### src/hw/rtl/tfr_pkg.sv
// ============================================================================
// tfr_pkg: shared types and constants for the text framebuffer
// Payload structs, action codes, panel stream bytes and the 6x8 font.
// ============================================================================
package tfr_pkg;

    typedef enum logic [1:0] {
        ACT_PUT_CHAR   = 2'd0,
        ACT_SET_CURSOR = 2'd1,
        ACT_CLEAR      = 2'd2,
        ACT_REFRESH    = 2'd3
    } action_t;

    typedef struct packed {
        action_t     action;
        logic [7:0]  char_code;
        logic [7:0]  cursor_column;
        logic [7:0]  cursor_page;
    } cmd_t;

    typedef struct packed {
        logic [7:0]  bus_byte;
        logic        starts_transfer;
        logic        ends_transfer;
        logic        ends_frame;
    } bus_t;

    // One slot of the per-page panel stream, as seen by the top level
    typedef struct packed {
        logic [7:0]  hdr_byte;
        logic        from_store;
        logic        starts;
        logic        ends;
        logic        frame;
    } refresh_slot_t;

    localparam int         GLYPH_WIDTH    = 6;
    localparam int         DATA_START     = 11;
    localparam logic [6:0] DEV_ADDR_RESET = 7'd60;

    localparam logic [7:0] CMD_PAGE_BASE  = 8'hB0;
    localparam logic [7:0] CMD_COL_LOW    = 8'h00;
    localparam logic [7:0] CMD_COL_HIGH   = 8'h10;
    localparam logic [7:0] CTRL_COMMAND   = 8'h00;
    localparam logic [7:0] CTRL_DATA      = 8'h40;

    localparam logic [7:0] CHAR_SPACE     = 8'h20;
    localparam logic [7:0] CHAR_ZERO      = 8'h30;
    localparam logic [7:0] CHAR_NINE      = 8'h39;
    localparam logic [7:0] CHAR_COLON     = 8'h3A;
    localparam logic [7:0] CHAR_UPPER_A   = 8'h41;
    localparam logic [7:0] CHAR_UPPER_Z   = 8'h5A;

    localparam logic [5:0] GLYPH_BLANK    = 6'd0;
    localparam logic [5:0] GLYPH_DIGIT0   = 6'd1;
    localparam logic [5:0] GLYPH_LETTER_A = 6'd11;
    localparam logic [5:0] GLYPH_COLON    = 6'd37;

    function automatic logic [5:0] glyph_index(input logic [7:0] ch);
        logic [5:0] idx;
        idx = GLYPH_BLANK;
        if (ch inside {[CHAR_ZERO:CHAR_NINE]})
            idx = GLYPH_DIGIT0 + 6'(ch - CHAR_ZERO);
        else if (ch inside {[CHAR_UPPER_A:CHAR_UPPER_Z]})
            idx = GLYPH_LETTER_A + 6'(ch - CHAR_UPPER_A);
        else if (ch == CHAR_COLON)
            idx = GLYPH_COLON;
        return idx;
    endfunction

    // Six column bytes, leftmost column in the top byte
    function automatic logic [47:0] glyph_bitmap(input logic [5:0] idx);
        logic [47:0] g;
        case (idx)
            6'd1:    g = 48'h3E_51_49_45_3E_00;
            6'd2:    g = 48'h00_42_7F_40_00_00;
            6'd3:    g = 48'h42_61_51_49_46_00;
            6'd4:    g = 48'h21_41_45_4B_31_00;
            6'd5:    g = 48'h18_14_12_7F_10_00;
            6'd6:    g = 48'h27_45_45_45_39_00;
            6'd7:    g = 48'h3C_4A_49_49_30_00;
            6'd8:    g = 48'h01_71_09_05_03_00;
            6'd9:    g = 48'h36_49_49_49_36_00;
            6'd10:   g = 48'h06_49_49_29_1E_00;
            6'd11:   g = 48'h7E_09_09_09_7E_00;
            6'd12:   g = 48'h7F_49_49_49_36_00;
            6'd13:   g = 48'h3E_41_41_41_22_00;
            6'd14:   g = 48'h7F_41_41_22_1C_00;
            6'd15:   g = 48'h7F_49_49_49_41_00;
            6'd16:   g = 48'h7F_09_09_09_01_00;
            6'd17:   g = 48'h3E_41_49_49_7A_00;
            6'd18:   g = 48'h7F_08_08_08_7F_00;
            6'd19:   g = 48'h00_41_7F_41_00_00;
            6'd20:   g = 48'h20_40_41_3F_01_00;
            6'd21:   g = 48'h7F_08_14_22_41_00;
            6'd22:   g = 48'h7F_40_40_40_40_00;
            6'd23:   g = 48'h7F_02_0C_02_7F_00;
            6'd24:   g = 48'h7F_04_08_10_7F_00;
            6'd25:   g = 48'h3E_41_41_41_3E_00;
            6'd26:   g = 48'h7F_09_09_09_06_00;
            6'd27:   g = 48'h3E_41_51_21_5E_00;
            6'd28:   g = 48'h7F_09_19_29_46_00;
            6'd29:   g = 48'h46_49_49_49_31_00;
            6'd30:   g = 48'h01_01_7F_01_01_00;
            6'd31:   g = 48'h3F_40_40_40_3F_00;
            6'd32:   g = 48'h1F_20_40_20_1F_00;
            6'd33:   g = 48'h3F_40_38_40_3F_00;
            6'd34:   g = 48'h63_14_08_14_63_00;
            6'd35:   g = 48'h07_08_70_08_07_00;
            6'd36:   g = 48'h61_51_49_45_43_00;
            6'd37:   g = 48'h00_36_36_00_00_00;
            default: g = 48'h00_00_00_00_00_00;
        endcase
        return g;
    endfunction

endpackage

### src/hw/rtl/tfr_refresh.sv
// ============================================================================
// tfr_refresh: panel stream sequencer
// Tracks page and byte position of the refresh stream and decodes each slot.
// ============================================================================
module tfr_refresh #(
    parameter int PANEL_WIDTH = 128,
    parameter int PANEL_PAGES = 8,
    parameter int ADDR_W      = 10
) (
    input  logic                   clk,
    input  logic                   rst_n,
    input  logic                   advance,
    input  logic [6:0]             dev_addr,
    output tfr_pkg::refresh_slot_t slot,
    output logic [ADDR_W-1:0]      rd_addr
);
    import tfr_pkg::*;

    localparam int POS_W  = $clog2(PANEL_WIDTH + DATA_START);
    localparam int PAGE_W = (PANEL_PAGES > 1) ? $clog2(PANEL_PAGES) : 1;
    localparam int COL_W  = $clog2(PANEL_WIDTH);

    // Stream positions within one page
    localparam logic [POS_W-1:0] P_ADDR_PAGE  = POS_W'(0);
    localparam logic [POS_W-1:0] P_CTRL_PAGE  = POS_W'(1);
    localparam logic [POS_W-1:0] P_CMD_PAGE   = POS_W'(2);
    localparam logic [POS_W-1:0] P_ADDR_LOW   = POS_W'(3);
    localparam logic [POS_W-1:0] P_CTRL_LOW   = POS_W'(4);
    localparam logic [POS_W-1:0] P_CMD_LOW    = POS_W'(5);
    localparam logic [POS_W-1:0] P_ADDR_HIGH  = POS_W'(6);
    localparam logic [POS_W-1:0] P_CTRL_HIGH  = POS_W'(7);
    localparam logic [POS_W-1:0] P_CMD_HIGH   = POS_W'(8);
    localparam logic [POS_W-1:0] P_ADDR_DATA  = POS_W'(9);
    localparam logic [POS_W-1:0] P_CTRL_DATA  = POS_W'(10);
    localparam logic [POS_W-1:0] P_LAST       = POS_W'(PANEL_WIDTH + DATA_START - 1);
    localparam logic [PAGE_W-1:0] PAGE_LAST   = PAGE_W'(PANEL_PAGES - 1);
    localparam logic [COL_W-1:0]  COL_LAST    = COL_W'(PANEL_WIDTH - 1);

    logic [POS_W-1:0]  pos_reg,  pos_next;
    logic [PAGE_W-1:0] page_reg, page_next;
    logic [COL_W-1:0]  col;
    logic [7:0]        addr_byte;

    assign addr_byte = {dev_addr, 1'b0};
    assign col       = COL_W'(pos_reg - POS_W'(DATA_START));
    assign rd_addr   = ADDR_W'(ADDR_W'(page_reg) * ADDR_W'(PANEL_WIDTH) + ADDR_W'(col));

    always_comb
    begin
        slot = '0;
        case (pos_reg)
            P_ADDR_PAGE, P_ADDR_LOW, P_ADDR_HIGH, P_ADDR_DATA:
            begin
                slot.hdr_byte = addr_byte;
                slot.starts   = 1'b1;
            end
            P_CTRL_PAGE, P_CTRL_LOW, P_CTRL_HIGH:
                slot.hdr_byte = CTRL_COMMAND;
            P_CMD_PAGE:
            begin
                slot.hdr_byte = CMD_PAGE_BASE | 8'(page_reg);
                slot.ends     = 1'b1;
            end
            P_CMD_LOW:
            begin
                slot.hdr_byte = CMD_COL_LOW;
                slot.ends     = 1'b1;
            end
            P_CMD_HIGH:
            begin
                slot.hdr_byte = CMD_COL_HIGH;
                slot.ends     = 1'b1;
            end
            P_CTRL_DATA:
                slot.hdr_byte = CTRL_DATA;
            default:
            begin
                slot.from_store = 1'b1;
                slot.ends       = (col == COL_LAST);
                slot.frame      = (col == COL_LAST) && (page_reg == PAGE_LAST);
            end
        endcase
    end

    always_comb
    begin
        pos_next  = pos_reg;
        page_next = page_reg;
        if (advance)
        begin
            if (pos_reg == P_LAST)
            begin
                pos_next  = '0;
                page_next = (page_reg == PAGE_LAST) ? '0 : page_reg + 1'b1;
            end
            else
            begin
                pos_next = pos_reg + 1'b1;
            end
        end
    end

    always_ff @(posedge clk or negedge rst_n)
    begin
        if (!rst_n)
        begin
            pos_reg  <= '0;
            page_reg <= '0;
        end
        else
        begin
            pos_reg  <= pos_next;
            page_reg <= page_next;
        end
    end

endmodule

### config.mk
export PLATFORM = sky130hd
export DESIGN_NAME = tfr_refresh
export DESIGN_NICKNAME = d
export VERILOG_FILES = /design/src/hw/rtl/tfr_pkg.sv /design/src/hw/rtl/tfr_refresh.sv
export SDC_FILE = /design/constraint.sdc
export NUM_CORES = 1
export LEC_CHECK = 0
export BUFFER_PORTS_ARGS = -buffer_cell sky130_fd_sc_hd__buf_2
export CAP_MARGIN = 20
export CORE_MARGIN = 2
export CORE_UTILIZATION = 35
export CTS_BUF_LIST = sky130_fd_sc_hd__clkbuf_4
export DETAILED_ROUTE_END_ITERATION = 10
export HOLD_SLACK_MARGIN = 0.12
export RECOVER_POWER = 50
export SLEW_MARGIN = 40
export SYNTH_ARGS = -nofsm -noshare
export SYNTH_HDL_FRONTEND = slang
export SYNTH_SLANG_ARGS = --single-unit
export TNS_END_PERCENT = 50
### constraint.sdc
create_clock -name clk -period 4.2 [get_ports clk]
set_clock_uncertainty 0.1 [all_clocks]
set_input_delay 0 -clock clk [delete_from_list [all_inputs] [get_ports clk]]
set_output_delay 0 -clock clk [all_outputs]
set_load 0.02 [all_outputs]
# Word-level counts from Yosys, hierarchy flattened
# Index checks and enable logic that the tools add are counted.
[totals]
register_bits = 11
output_inout_bits = 22
n_memories = 0
latchBits = 0
mem_bits_ro = 0
inputBits = 10
mem_bits_rw = 0
elab_cells = 33
[classes]
n_shift = 0
n_mux = 7
magnitude_cmp = 0
addsub = 4
mul = 0
n_eq_ne = 13
reduce_logical = 7
bitwise = 0
n_div = 0
[ops]
columns = ["operator", "n"]
rows = [
  ["$eq A8 B3 Y1 const B", 4],
  ["$pmux W8 S4", 1],
  ["$eq A8 B4 Y1 const B", 3],
  ["$eq A8 B2 Y1 const B", 2],
  ["$reduce_or A11 Y1", 1],
  ["$add A10 B7 Y10", 1],
  ["$add A8 B1 Y8 const B", 1],
  ["$eq A8 B1 Y1 const B", 1],
  ["$eq A8 B8 Y1 const B", 1],
  ["$logic_not A8 Y1", 1],
  ["$mux W8", 1],
  ["$reduce_or A8 Y1", 1],
  ["$eq A7 B7 Y1 const B", 1],
  ["$sub A7 B4 Y7 const B", 1],
  ["$reduce_or A4 Y1", 1],
  ["$add A3 B1 Y3 const B", 1],
  ["$eq A3 B3 Y1 const B", 1],
  ["$mux W1", 3],
  ["$mux W3", 1],
  ["$reduce_or A3 Y1", 1],
  ["$pmux W1 S2", 1],
  ["$reduce_and A2 Y1", 1],
  ["$logic_and A1 B1 Y1", 1],
]

# Depth between registers and ports, before layout
[logic_depth]
depth_word = 4
depth_mapped = 6
mapped_depth_nobuf = 6

# Worst setup path after synthesis
# OpenSTA, ideal clock, no wires.
[synth_path]
path_type = "flip-flop to output port"
startpoint = "register pos_reg[1]"
endpoint = "output port slot[1] in the netlist's numbering"
setup_slack_ns = 2.140
arrival_ns = 1.960
t_required_ns = 4.100
path_stages_with_launch = 7
cell_sequence = "dfrtp_1 ha_1 buf_2 o21a_1 o211ai_2 o221ai_2 o21ai_0"
[synth_lines]
columns = ["element", "line_no", "source"]
rows = [
  ["from (decl)", "tfr_refresh.sv:39", "logic [POS_W-1:0] pos_reg, pos_next;"],
  ["from (signal assigned)", "tfr_refresh.sv:112", "pos_reg <= pos_next;"],
  ["to (decl)", "tfr_refresh.sv:14", "output tfr_pkg::refresh_slot_t slot,"],
]

==> impl_metrics.toml <==
[worst_setup_path]
critPathMaxStageDelay_ns = 0.43
worstPathRequired_ns = 4.10
path_max_fanout = 7
end_kind = "output port"
crit_slowest_cell = "sky130_fd_sc_hd__dfrtp_1"
crit_path_launch = "pos_reg[0]"
critPathKind = "register to output port"
ff_to_ff_start = "pos_reg[0]"
reg2reg_slack_ns = 2.28
cp-start-kind = "register"
cp.arrival_ns = 2.14
crit_chain = "inv_1 -> ha_1 -> a211oi_1 -> o22a_1 -> o221ai_2 -> nor4b_2 -> buf_2"

[clocking]
clock_insertion_delay_worst_skew_ns = 0.26
clock-sinks = 11
clkTransAtPathRegs_ns = 0.06
clk_path_buf_depth = 2
tritoncts = "done"
cts_buffers = 3
postCtsResizedCells = 0
ctsHtreeMaxLevel = 1
cts_root_cell = "sky130_fd_sc_hd__clkbuf_4"

[route]
drcViolationCount = 0
route.vias.total = 893
antenna_left = 0
vias_per_cell = 5.347
pre_repair_dr_iteration_count = 4
first_iter_violations = 13
wl_per_cell_um = 12.85
routed_wirelength_mm = 2.146

[global_routing]
track_usage_pct = 14.15
largest_net_degree_at_the_start_of_global_routing = 23
initial_antenna_violation_count = 0
grt_overflow = 0
vias_in_the_first_global_route = 821
grt_first_pass_wirelength_mm = 3.691

[layout]
regArea_um2 = 275.3
nNetsFinal = 154
largest_register_ff_count = 8
stdcell_count = 167
syn_to_final_growth_pct = 21.19
multi_input_comb_area_um2 = 655.6
finished_cell_area_um2 = 1195
post_route_cells_drive_above_1_share_pct = 30.15
fillerInstances = 288
antennaDiodeCount = 0

[hold_path]
worst_hold_path_type = "input pin to output port"
min_from = "dev_addr[3]"

[sta]
drv_slew = 0
layout_worst_path_cycle_share_pct = 53.28
grt_setup_unrepaired = "no"
actual_transition_at_the_worst_max_transition_pin_ns = 0.7226
hold_viol_final = 0
max_freq_ghz = 0.4469
tns_ns = 0
relSlewSlack_pct = 51.82
layout_min_cycle_time_ns = 2.238
setup_viol = 0

[pwr]
p_comb_share_pct = 63.0
net-switching-power_uw = 405.6
total_leakage_power_nw = 0.5886
netSwitchingFraction_pct = 52.30
p_total_uw = 775.4
power-per-cell-area_nw_per_um2 = 648.9
seq_power_share_pct = 27.5
internal_power_uw = 369.8
pwr-share-clk_pct = 9.5
power.ir.vdd_worst_mv = 0.2929

[synthesis]
synth_largest_type_area_fraction_pct = 27.92
synth_common_cells = "11 x sky130_fd_sc_hd__dfrtp_1, 7 x sky130_fd_sc_hd__ha_1, 7 x sky130_fd_sc_hd__nor2_1"
combined_area_of_all_synthesized_cells_um2 = 985.9
synth_area_leader_cell = "sky130_fd_sc_hd__dfrtp_1"
post_synth_inst_count = 105
netlist_top_cells_area = "sky130_fd_sc_hd__dfrtp_1 28%, sky130_fd_sc_hd__ha_1 8.9%, sky130_fd_sc_hd__xnor2_1 5.3%"
postSynth.asyncResetShare_pct = 100.0
yosys_warnings = 0
post-synth-top-count-cell = "sky130_fd_sc_hd__dfrtp_1"
synth.ff_latch_count = 11
seq_area_frac_synth_pct = 27.92
synth_enable_flop_cells = 0
synth.distinct_cells = 43
syn_area_per_cell_um2 = 9.390
synth_ff_type = "sky130_fd_sc_hd__dfrtp_1"
synthesis.nets = 122

[placement]
dpl.cell_count = 160
detailed_place.area_um2 = 1144
gp_congestion = 0.7973
dp.final_hpwl_mm = 1.706
port_buffers = 31

[floorplan]
floorplan.die_area_um2 = 3258
core_um2 = 2710
initial_utilization_pct = 36.38
dieWidth_um = 57.08
die_h_um = 57.08
row_count = 19
io_pins = 32

[outcome]
run_status = "complete, no violations"

[flow_run]
max-cap-violations = 0
==> final timing paths <==
check,end,cells past startpoint
worst max-delay path,slot[0],7
min in group asynchronous,pos_reg[5],3
worst min-delay path,slot[8],3
max in group asynchronous,page_reg[1],3
worst min register to register,page_reg[0],1
worst max register to register,page_reg[2],5
==> critical path: cells and delay by family (launching register included) <==
kind	cells	cell delay, ns
compound gates	3	0.57
fa+ha+maj	1	0.30
buf+inv	2	0.34
flops	1	0.43
simple gates	1	0.25
==> cell families (layout without fill, tap and decap cells) <==
| kind of cell | count (synthesis) | in the layout | synth area share [%] |
|---|---|---|---|
| AOI/OAI and AO/OA | 28 | 28 | 22.21 |
| xor gates and xnor gates | 8 | 8 | 7.107 |
| adders and majority gates | 7 | 7 | 8.883 |
| buffers and inverters | 12 | 43 | 5.583 |
| DFF | 11 | 11 | 27.92 |
| muxes | 5 | 5 | 5.330 |
| and+or+nand+nor | 34 | 34 | 22.97 |
==> metal layers <==
metal  track usage [%]  part of all wire (%)  vias up
met4             7.641                   1.9        0
met1             18.27                    43      426
met3            0.9070                   3.1        4
met2             23.65                    51       17
li1                  -                     -      446
met5                 0                     0        -
==> power by group through the flow <==
stage,Clock (mW),Combinational [mW],Sequential [mW]
floorplan,0,0.444,0.144
global placement,0,0.492,0.211
detailed placement,0,0.497,0.214
CTS,0.0780,0.500,0.212
global route,0.0808,0.530,0.224
finish,0.0736,0.488,0.213
==> through the flow <==
step	setup WS [ns]	hold WS [ns]	utilization [%]
global placement	2.288	-0.2215	42.20
CTS	1.944	0.2139	44.41
floorplan	2.140	-0.3956	-
detailed placement	2.243	-0.2206	42.20
finish	1.962	0.2130	44.09
global route	1.796	0.2280	44.09
==> layout by cell type, fill, tap and decap left out, types with 4 or more instances in the layout <==
master,synthesis,layout
sky130_fd_sc_hd__a21o_1,5,5
sky130_fd_sc_hd__buf_2,5,24
sky130_fd_sc_hd__clkbuf_1,1,7
sky130_fd_sc_hd__clkbuf_4,0,4
sky130_fd_sc_hd__dfrtp_1,11,11
sky130_fd_sc_hd__ha_1,7,7
sky130_fd_sc_hd__inv_1,5,5
sky130_fd_sc_hd__nand2_1,4,4
sky130_fd_sc_hd__nand4_1,6,6
sky130_fd_sc_hd__nor2_1,7,7
sky130_fd_sc_hd__xnor2_1,6,6
==> cell type report <==
class	count	area share, %
Multi-Input combinational cell	82	54.87
Sequential cell	11	23.04
Timing Repair Buffer	34	14.76
Tap cell	31	3.246
Clock buffer	4	2.513
Inverter	5	1.571
==> repair_timing <==
item / CTS / global route
hold buffers: 3 / 0
buffers inserted: 0 / 0
hold endpoints to repair: 18 / 0
(Power assumes the default switching activity.)
